$ cat src/sv/sqe_pkg.sv
package sqe_pkg;

  // Store geometry
  localparam int unsigned DEPTH       = 64;
  localparam int unsigned VALUE_WIDTH = 32;
  localparam int unsigned CNT_W       = $clog2(DEPTH + 1);

  // Command codes
  localparam logic [2:0] CMD_PUSH = 3'd0;
  localparam logic [2:0] CMD_POP  = 3'd1;
  localparam logic [2:0] CMD_SWAP = 3'd2;
  localparam logic [2:0] CMD_PEEK = 3'd3;
  localparam logic [2:0] CMD_DUMP = 3'd4;

  // Status codes
  localparam logic [1:0] STS_OK    = 2'd0;
  localparam logic [1:0] STS_EMPTY = 2'd1;
  localparam logic [1:0] STS_SHORT = 2'd2;
  localparam logic [1:0] STS_FULL  = 2'd3;

  // Where a cell takes its next word from
  typedef enum logic [2:0] {
    SEL_HOLD,
    SEL_NEW,
    SEL_ABOVE,
    SEL_BELOW,
    SEL_TOP
  } cell_sel_e;

  typedef logic [VALUE_WIDTH-1:0] word_t;

  typedef struct packed {
    logic [2:0]         command;
    logic signed [31:0] push_value;
  } in_item_t;

  typedef struct packed {
    logic signed [31:0] item_value;
    logic [1:0]         status;
    logic               last;
  } out_item_t;

  // Low VALUE_WIDTH bits of the sign-extended input word
  function automatic word_t to_word(logic [31:0] v);
    logic [95:0] ext;
    ext = {{64{v[31]}}, v};
    return ext[VALUE_WIDTH-1:0];
  endfunction

  // Sign-extend a stored word and cut it to 32 bits
  function automatic logic [31:0] out_word(word_t w);
    logic [VALUE_WIDTH+63:0] ext;
    ext = {{64{w[VALUE_WIDTH-1]}}, w};
    return ext[31:0];
  endfunction

endpackage

$ cat src/sv/sqe_cell.sv
module sqe_cell (
  input  logic                clk_i,
  input  sqe_pkg::cell_sel_e  sel_i,
  input  sqe_pkg::word_t      new_i,
  input  sqe_pkg::word_t      above_i,
  input  sqe_pkg::word_t      below_i,
  input  sqe_pkg::word_t      top_i,
  output sqe_pkg::word_t      data_o
);

  sqe_pkg::word_t data_q, data_d;

  // Pick the next word from a neighbor, the new value or the top of the row
  always_comb begin
    case (sel_i)
      sqe_pkg::SEL_NEW:   data_d = new_i;
      sqe_pkg::SEL_ABOVE: data_d = above_i;
      sqe_pkg::SEL_BELOW: data_d = below_i;
      sqe_pkg::SEL_TOP:   data_d = top_i;
      default:            data_d = data_q;
    endcase
  end

  always_ff @(posedge clk_i) begin
    data_q <= data_d;
  end

  assign data_o = data_q;

endmodule

$ cat config.mk
export PLATFORM = sky130hd
export DESIGN_NAME = sqe_cell
export DESIGN_NICKNAME = d
export VERILOG_FILES = /design/src/sv/sqe_pkg.sv /design/src/sv/sqe_cell.sv
export SDC_FILE = /design/constraint.sdc
export NUM_CORES = 1
export LEC_CHECK = 0
export ABC_AREA = 1
export BUFFER_PORTS_ARGS = -buffer_cell sky130_fd_sc_hd__buf_2
export CAP_MARGIN = 20
export CORE_UTILIZATION = 28
export DETAILED_ROUTE_END_ITERATION = 7
export SYNTH_ARGS = -nofsm -noshare
export SYNTH_HDL_FRONTEND = slang
export SYNTH_SLANG_ARGS = --single-unit
$ cat constraint.sdc
create_clock -name clk_i -period 5.5 [get_ports clk_i]
set_input_delay 0.55 -clock clk_i [delete_from_list [all_inputs] [get_ports clk_i]]
set_output_delay 0.55 -clock clk_i [all_outputs]
set_load 0.005 [all_outputs]
# --- After elaboration in Yosys (flattened, before gate mapping) ---
# Index checks and enable logic that the tools add are counted.
totals:
  register_bits: 32
  in_bits: 132
  out_inout_bits: 32
  elab_cells: 7
classes:
  eq_ne: 4
  n_mux: 1
  n_reduce_logical: 1
op_table:
  columns: ["cell", "n"]
  rows:
  - ["case mux 32 bit (4 select lines)", 1]
  - ["== test 3 x 2 -> 1 bit (second input constant)", 2]
  - ["nonzero test 4 bit", 1]
  - ["== test 3 x 1 -> 1 bit (second input constant)", 1]
  - ["== test 3 bit (second input constant)", 1]

# --- Depth between registers and ports, before layout ---
# Gate-level depths: netlist (run 1).
logic_depth:
  word_depth: 2
  depth_mapped: 7
  depth_no_buf: 5

# --- Worst setup path before layout (run 1) ---
# No wires, ideal clock.
synth_path:
  kind: "input port to flip-flop"
  startpoint: "input sel_i[1]"
  endpoint: "register data_q[0], in the netlist data_o[0] (enable)"
  setup_ps: 389
  arrival_ps: 1774
  t_required_ps: 5111
  path_slack_ps: 3337
  path_stages: 5
  n_path_buf: 2
  path_cell_list: "buf_4 > nor2_8 > nand2_2 > buf_6 > nand2_1"
synth_via:
  elab_chain_len: 2
  elab_cells_between_ends: 5
  classes_between: "4 x eq/ne; 1 x reduce/logical"
synth_lines:
  columns: ["item", "line_no", "source"]
  rows:
  - ["start: declaration", "sqe_cell.sv:3", "input sqe_pkg::cell_sel_e sel_i,"]
  - ["== test 3 bit (tied with other cells)", "sqe_cell.sv:15", "case (sel_i)"]
  - ["nonzero test 4 bit (no line) *", null, null]
  - ["end signal: assignment", "sqe_cell.sv:25", "data_q <= data_d;"]
  - ["end: declaration", "sqe_cell.sv:11", "sqe_pkg::word_t data_q, data_d;"]
# Every way passes the cells marked *; elsewhere a longest branch is shown, timed or not.
# A chain may end at the register's enable or synchronous reset.

# --- Final worst setup path (run 1) ---
layout_path:
  startpoint: "input sel_i[0]"
  endpoint: "register data_q[2], in the netlist data_o[2] (enable)"
# Same word-level chain as after synthesis.

==> results.md, run 1 <==
* Outcome: finished, final reports clean
* Total clock sinks at 32
* Clock Tree Root: clkbuf_8
* Synthesized instance count at 322
* CP startpoint kind: primary input
* Static leakage at 1.80 nW
* CP arrival at 2860 ps
* Sw frac at 28.2%
* Maximum VDD drop at 0.0000879 V
* Largest net degree at the start of global routing at 37
* Area of the multi-input gates at 1090 um2
* Post-route total power at 0.000660 W
* CP max stage delay at 580 ps
* Routability congestion estimate at 0.766
* Worst path cell trace: buf_2, buf_4, nor2_8, nand2_2, nand2_1, buf_4
* Pins Over Slew Limit at 0
* Post-Syn Nets at 454
* Die Ht at 94.0 um
* Seq/Total Area, Yosys at 40.5%
* DRT Wirelength at 7580 um
* Drt first pass iters at 4
* Slew at the pin closest to its max-slew limit at 672 ps
* Initial antenna violation count at 0
* Seq cells post-synth at 32
* Total number of vias at 2706
* Area of the die at 8840 um2
* Int Power at 0.000473 W
* Cts bufs inserted at 5
* First-pass GRT wire length at 11500 um
* Commonest non-fill, non-tap cell in the layout: buf_2
* Clk pwr share at 26.1%
* Endpoints failing setup at 0
* Register area at 961 um2
* Data required time at the worst endpoint at 5460 ps
* DR DRC count at 0
* Worst slack at placement at 2270 ps
* TNS Setup at 0 ps
* Antenna Cells at 0
* Longest Clk Path Bufs at 2
* Average wire per standard cell at 13.2 um
* Worst min path class: in2reg
* Final worst slack at 2600 ps
* Rows at 33
* H-tree depth at 2
* Max-cap violations at 0
* Initial core utilization at 28.8%
* Clk slew on worst S/H paths at 70 ps
* Hold_ws at 575 ps
* Syn Area/Cell at 7.36 um2
* Most common cell on crit path: buf_4
* Die X at 94.0 um
* Post-layout min period at 2900 ps
* Share of layout cells above drive strength 1 at 39.7%
* Period Utilization, post-route at 52.7%
* Crit path launch: sel_i[0]
* Port Buf Inserts at 163
* # nets final at 600
* Number of global-route vias before repair at 2485
* PostCTS Resize Cnt at 0
* All-layer global routing usage at 17.1%
* Fin. Hold Viols at 0
* Crit Path Class: in2reg
* Post-CTS Setup Inserts at 0
* Hold_buf cts at 0
* P_sw at 0.000186 W
* Yosys Warn Count at 0
* Final ANT Viol Nets at 0
* Max_slew headroom at 55.2%
* Crit path max fanout at 35
* Power per standard cell area at 205 nW/um2
* HP Start: new_i[24]
* RSZ-0062 raised after global routing: false
* Comb pwr share at 25.9%
* Slowest-stage cell, CP: nand2_1
* Achievable clock frequency at 345 MHz
* Vias per inst at 4.71
* Iter 0 DRT Violations at 128
* GR Overflow Total at 0
* Synth cell types at 15
* Area of the mapped netlist at 2370 um2
* Flop pwr share at 48.0%
* Area of the core at 8220 um2
* CP endpoint kind: flip-flop
* Most frequent cells in the layout: 163 x buf_2, 65 x nand2_1, 64 x nand3_1
* Synth-to-layout area growth at 36.1%
* CTS tree: done
* I/O pins at 164
* Total of fill cells in the finished design at 902
* Number of flip-flops in the largest register at 32
* Post-DP HPWL at 5630 um
## critical path, delay by kind of cell
kind          cells  cell delay [ps]
buf+inv           3              710
simple gates      3             1530
## logic make-up after synthesis
kind of cell	share of synthesized area, %
and+or+nand+nor	45.7
DFF	40.5
buffers and inverters	13.6
AOI/OAI and AO/OA	0.211
## Yosys cell counts
master	count	share of area, %
buf_6	8	3.8
nor2_1	54	8.6
nand2_1	65	10
edfxtp_1	32	41
nand4_1	32	8.4
nor2_8	1	0.84
o21ai_0	1	0.21
inv_1	32	5.1
nand2_2	2	0.53
nor2_2	10	2.6
nand3b_4	1	0.84
buf_2	15	3.2
inv_4	1	0.26
nand3_1	64	14
buf_4	4	1.3
## power groups by stage
| stage | sequential (W) | combinational (W) | clock (W) |
|---|---|---|---|
| finish | 0.000317 | 0.000171 | 0.000172 |
| global route | 0.000319 | 0.000193 | 0.000189 |
| CTS | 0.000318 | 0.000173 | 0.000177 |
| detailed placement | 0.000323 | 0.000173 | 0 |
| global placement | 0.000322 | 0.000169 | 0 |
| floorplan | 0.000326 | 0.0000805 | 0 |
## worst paths after layout
check	endpoint	slack [ps]	cells past startpoint
worst max-delay path	data_o[2]$_DFFE_PP_	2600	6
worst min-delay path	data_o[24]$_DFFE_PP_	580	3
## final cells by class
cell class	instances	share of cell area, %
inverter	33	3.92
clock inverter	1	0.116
sequential	32	29.8
tap	105	4.07
multi-input combinational	230	33.7
clock buffer	7	2.37
timing repair buffer	166	26.0
## per-layer routing
layer,part of all wire [%],vias up,GRT usage [%]
met5,0,-,0
met4,0.84,0,4.49
met3,7.8,4,3.80
met2,51,106,30.9
met1,40,1235,20.3
li1,-,1361,-
## metrics by stage
step,util [%],std cells,area (um2)
floorplan,-,322,2370
global placement,38.3,566,3140
detailed placement,38.3,566,3140
CTS,39.2,574,3220
global route,39.2,574,3220
finish,39.2,574,3220
(Power assumes the default switching activity.)
==> inputs of run 2 (changes only) <==
--- a/config.mk
+++ b/config.mk
@@ -5,7 +5,7 @@
 export SDC_FILE = /design/constraint.sdc
 export NUM_CORES = 1
 export LEC_CHECK = 0
-export ABC_AREA = 1
+export ABC_AREA = 0
 export BUFFER_PORTS_ARGS = -buffer_cell sky130_fd_sc_hd__buf_2
 export CAP_MARGIN = 20
 export CORE_UTILIZATION = 28
==> constraint.sdc (replaced) <==
create_clock -name clk_i -period 2.7 [get_ports clk_i]
set_input_delay 0.27 -clock clk_i [delete_from_list [all_inputs] [get_ports clk_i]]
set_output_delay 0.27 -clock clk_i [all_outputs]
set_load 0.005 [all_outputs]
==> run 2 against run 1 <==
The run now ends with design-rule violations left. Design area decreased by 11%. Sequential share of layout area increased by 3.6 points. Power increased by 120%. First-iteration DRC count decreased by 39%. Combinational power increased by 100%. Worst hold slack got worse by 250 ps. Critical endpoint is now data_o[15]$_DFFE_PP_.
==> results.md, run 2 <==
* Iter 0 DRT Violations at 78
* Number of flip-flops in the largest register at 32
* Largest net degree at the start of global routing at 33
* DR DRC count at 18
* Worst min path class: in2reg
* Endpoints failing setup at 0
* Final ANT Viol Nets at 0
* DRT Wirelength at 5660 um
* Most frequent cells in the layout: 163 x buf_2, 33 x nand2_1, 32 x mux2i_1, 32 x o221a_1, 32 x edfxtp_1
* Rows at 29
* Top cells by count, synth: 33 x nand2_1, 32 x edfxtp_1, 32 x mux2i_1, 32 x o221a_1
* Vias per inst at 4.72
* Comb pwr share at 23.8%
* Post-layout min period at 1480 ps
* Met2 Use GR at 26.1%
* Average wire per standard cell at 14.7 um
* XOR/XNOR share of the synthesized area at 0.460%
* Fin. Hold Viols at 0
* Post-synthesis simple-gate area fraction at 7.42%
* CP max stage delay at 350 ps
* Achievable clock frequency at 678 MHz
* Post-Syn Nets at 279
* Worst hold endpoint: data_o[24]$_DFFE_PP_
* Die X at 84.5 um
* Slew at the pin closest to its max-slew limit at 561 ps
* GR Overflow Total at 0
* Post-synth EDFFs at 32
* Hold_buf cts at 0
* Flop pwr share at 45.7%
* Worst path cell trace: buf_2, nor2_4, nand2_1, buf_4, o221a_1
* CP arrival at 1510 ps
* All-layer global routing usage at 15.6%
* Sw frac at 23.5%
* Initial core utilization at 29.5%
* Data required time at the worst endpoint at 2730 ps
* Area of the multi-input gates at 856 um2
* Final Non-Filler Cells at 386
* Maximum VDD drop at 0.000179 V
* Share of layout cells above drive strength 1 at 57.9%
* RSZ-0062 raised after global routing: false
* Largest family of logic cells by synthesized area: compound AO/OA/AOI/OAI gates
* Area of the die at 7140 um2
* Slowest-stage cell, CP: nand2_1
* Seq cells post-synth at 32
* WHS Path Cells at 2
* PostCTS Resize Cnt at 0
* Crit path launch: sel_i[0]
* Int Power at 0.00110 W
* Top-count cell post-synth: nand2_1
* Yosys Warn Count at 0
* Fin util at 44.5%
* P_sw at 0.000340 W
* Seq/Total Area, Yosys at 50.4%
* Outcome: finished with violations
* CP endpoint kind: flip-flop
* Longest Clk Path Bufs at 2
* Die Ht at 84.5 um
* Crit Path Class: in2reg
* Post-synth ARST share at 0%
* Clk pwr share at 30.5%
* Synth cell types at 14
* Area of the core at 6460 um2
* Max-cap violations at 0
* Pins Over Slew Limit at 0
* CTS tree: done
* First-pass GRT wire length at 8560 um
* Power per standard cell area at 502 nW/um2
* Port Buf Inserts at 163
* Met3 Use GR at 3.54%
* Top FF cell, synth: edfxtp_1
* Area of the mapped netlist at 1910 um2
* Commonest non-fill, non-tap cell in the layout: buf_2
* Number of global-route vias before repair at 1760
* Antenna Cells at 0
* Clk slew on worst S/H paths at 60 ps
* Period Utilization, post-route at 54.7%
* Top-area cell type share of the netlist area at 50.4%
* Routability congestion estimate at 0.844
* Post-CTS Setup Inserts at 0
* Total number of vias at 1822
* TNS Setup at 0 ps
* Total of fill cells in the finished design at 650
* Clock Tree Root: clkbuf_8
* Global route hottest layer: met2
* Post-synthesis compound-gate area fraction at 19.7%
* Register area at 961 um2
* Crit path max fanout at 18
* Synth-to-layout area growth at 50.8%
* CP startpoint kind: primary input
* Hold_ws at 325 ps
* Synthesized instance count at 147
* Post-synthesis adder-cell area fraction at 0%
* Dominant cell type by area after synthesis: edfxtp_1
* I/O pins at 164
* Static leakage at 1.36 nW
* Fraction of synthesized area in multiplexers at 16.8%
* Max_slew headroom at 62.5%
* H-tree depth at 2
* Post-DP HPWL at 4500 um
* Syn Area/Cell at 13.0 um2
* Failing checks: design-rule violations
* Drt first pass iters at 6
* Placed cell count at 378
* GR Util met1 at 19.8%
* Initial antenna violation count at 0
* # nets final at 440
* Cts bufs inserted at 5
* Top cells by area, synth: edfxtp_1 50%, o221a_1 19%, mux2i_1 17%
* Total clock sinks at 32
* HP Start: new_i[24]
-- run 2: cell types whose count changed after synthesis, sizes merged, moves of 32 or more --
| cell | before | now |
|---|---|---|
| nand2 | 67 | 33 |
| nand4 | 32 | 0 |
| nor2 | 65 | 1 |
| inv | 33 | 0 |
| o221a | 0 | 32 |
| nand3 | 64 | 0 |
| mux2i | 0 | 32 |
-- run 2: cells by family (layout without fill, tap and decap cells) --
logic type	after synthesis	in the layout
AOI/OAI and AO/OA	33	33
xor gates and xnor gates	1	1
buffers and inverters	14	176
DFF	32	32
muxes	32	32
and+or+nand+nor	35	35
-- run 2: worst max-delay path: cells and delay by family --
family,cells,cell delay (ps)
buffers and inverters,2,470
AND/OR/NAND/NOR,2,500
AO/OA/AOI/OAI,1,260
-- run 2: per-layer routing --
metal | vias up | share of wire, %
met5 | - | 0
met4 | 0 | 2.3
met3 | 10 | 6.7
met2 | 88 | 48
met1 | 813 | 43
li1 | 911 | -
-- run 2: through the flow --
stage	power, W	instance area [um2]	setup WS [ps]
after floorplan	0.000826	1910	74.5
after global placement	0.00101	2770	962
after detailed placement	0.00102	2770	925
after CTS	0.00147	2870	1230
after global routing	0.00152	2870	1140
final	0.00144	2870	1220
-- run 2: worst max-delay path by stage --
stage	cells after the start	end	slack (ps)
2_1_floorplan	3	data_o[0]$_DFFE_PP_	70
5_1_grt	5	data_o[22]$_DFFE_PP_	1140
3_5_place_dp	5	data_o[15]$_DFFE_PP_	920
3_3_place_gp	5	data_o[25]$_DFFE_PP_	960
6_report	5	data_o[15]$_DFFE_PP_	1220
4_1_cts	5	data_o[15]$_DFFE_PP_	1230
-- run 2: final cells by class --
cell class | instances | share of cell area [%]
clock buffers | 6 | 2.53
well taps | 77 | 3.35
multi-input cells | 101 | 29.8
repair buffers | 168 | 29.7
clock inverters | 2 | 1.22
flip-flops and latches | 32 | 33.4
-- run 2: power groups by stage --
stage                     clock network, W  logic, W  registers (W)
final                             0.000440  0.000344       0.000660
after global routing              0.000478  0.000379       0.000666
after CTS                         0.000456  0.000351       0.000661
after detailed placement                 0  0.000350       0.000671
after global placement                   0  0.000347       0.000667
after floorplan                          0  0.000141       0.000685
==> inputs of run 3 (changes only) <==
==> constraint.sdc (replaced) <==
create_clock -name clk_i -period 1.35 [get_ports clk_i]
set_input_delay 0.135 -clock clk_i [delete_from_list [all_inputs] [get_ports clk_i]]
set_output_delay 0.135 -clock clk_i [all_outputs]
set_load 0.005 [all_outputs]
==> run 3 against run 2 <==
The flow still finishes with violations (design-rule violations). First-iteration DRC count fell by 22%. Die area unchanged. Power rose by 88%. Worst setup slack lost 870 ps. Design area is 1.7% higher. Count of clock-buffer cells in the layout stayed put. Largest power group unchanged. Highest routed layer unchanged.
==> results.md, run 3 (synthesis results as in run 2) <==
* Outcome: finished with violations
* Failing checks: design-rule violations
* Largest net degree at the start of global routing at 33
* Commonest non-fill, non-tap cell in the layout: buf_2
* Hold_buf cts at 0
* Initial antenna violation count at 0
* Synth-to-layout area growth at 53.4%
* DRT Wirelength at 5780 um
* Number of global-route vias before repair at 1898
* Number of flip-flops in the largest register at 32
* Achievable clock frequency at 1000 MHz
* RSZ-0062 raised after global routing: false
* Fin util at 45.3%
* Final ANT Viol Nets at 0
* Vias per inst at 4.78
* Crit path max fanout at 32
* Area of the core at 6460 um2
* Worst slack at placement at 72.0 ps
* Initial core utilization at 29.5%
* Iter 0 DRT Violations at 61
* Area of the die at 7140 um2
* Final Non-Filler Cells at 389
* I/O pins at 164
* Data required time at the worst endpoint at 1370 ps
* Antenna Cells at 0
* GR Overflow Total at 0
* CP arrival at 1020 ps
* Routability congestion estimate at 0.834
* Static leakage at 1.38 nW
* Post-layout min period at 999 ps
* Die X at 84.5 um
* Crit Path Class: in2reg
* Post-CTS Setup Inserts at 0
* Max_slew headroom at 76.7%
* Slew at the pin closest to its max-slew limit at 350 ps
* Cts bufs inserted at 5
* Share of layout cells above drive strength 1 at 58.3%
* Pins Over Slew Limit at 0
* Period Utilization, post-route at 74.0%
* All-layer global routing usage at 16.1%
* CP startpoint kind: primary input
* CTS tree: done
* Power per standard cell area at 931 nW/um2
* Placed cell count at 382
* Fin. Hold Viols at 0
* Drt first pass iters at 6
* Final worst slack at 351 ps
* Clock Tree Root: clkbuf_8
* Die Ht at 84.5 um
* First-pass GRT wire length at 8920 um
* # nets final at 444
* Endpoints failing setup at 0
* Worst min path class: in2reg
* Max-cap violations at 0
* Total number of vias at 1858
* DR DRC count at 14
* Port Buf Inserts at 163
* Clk slew on worst S/H paths at 70 ps
* CP endpoint kind: flip-flop
* Most frequent cells in the layout: 163 x buf_2, 33 x nand2_1, 32 x mux2i_1, 32 x o221a_1, 32 x edfxtp_1
* Maximum VDD drop at 0.000347 V
* Total clock sinks at 32
* Hold_ws at 196 ps
* TNS Setup at 0 ps
* Longest Clk Path Bufs at 2
* H-tree depth at 2
* Rows at 29
* Post-DP HPWL at 4690 um
* PostCTS Resize Cnt at 0
* WHS Path Cells at 2
* Average wire per standard cell at 14.9 um
-- run 3: cell count changes in the layout (fill, tap and decap cells not counted) --
cell and delta:
xnor2_4 +1, buf_4 +1, buf_12 +3, xnor2_2 -1, bufinv_16 -1
-- run 3: through the flow --
step	total power [W]	cell area (um2)
after global placement	0.00207	2850
after CTS	0.00275	2920
after floorplan	0.00166	1930
after detailed placement	0.00208	2850
final	0.00272	2920
after global routing	0.00287	2920
-- run 3: power breakdown --
group / total (W) / switching (W) / internal [W] / leakage (nW)
logic: 0.000726 / 0.000319 / 0.000407 / 1.03
registers: 0.00132 / 0.0000372 / 0.00128 / 0.314
clock network: 0.000673 / 0.000323 / 0.000350 / 0.0410
-- run 3: worst max-delay path, stage by stage --
cell and delay [ps]:
buf_2 120, nor2b_2 160, a21o_4 310, o221a_1 280
-- run 3: final timing paths --
path | end | from
setup / recovery | data_o[0]$_DFFE_PP_ | sel_i[1]
hold / removal | data_o[15]$_DFFE_PP_ | new_i[15]
-- run 3: layout make-up --
class | instances | area (um2)
Clock buffer | 6 | 72.6
Clock inverter | 1 | 5.00
Fill cell | 631 | 3540
Multi-Input combinational cell | 101 | 867
Sequential cell | 32 | 961
Tap cell | 77 | 96.3
Timing Repair Buffer | 172 | 921
-- run 3: per-layer routing --
metal	GRT usage, %	routed length, um	up-vias
met5	0	0	-
met4	6.01	103	0
met3	4.03	372	11
met2	27.6	2870	92
met1	19.4	2440	838
li1	-	-	917
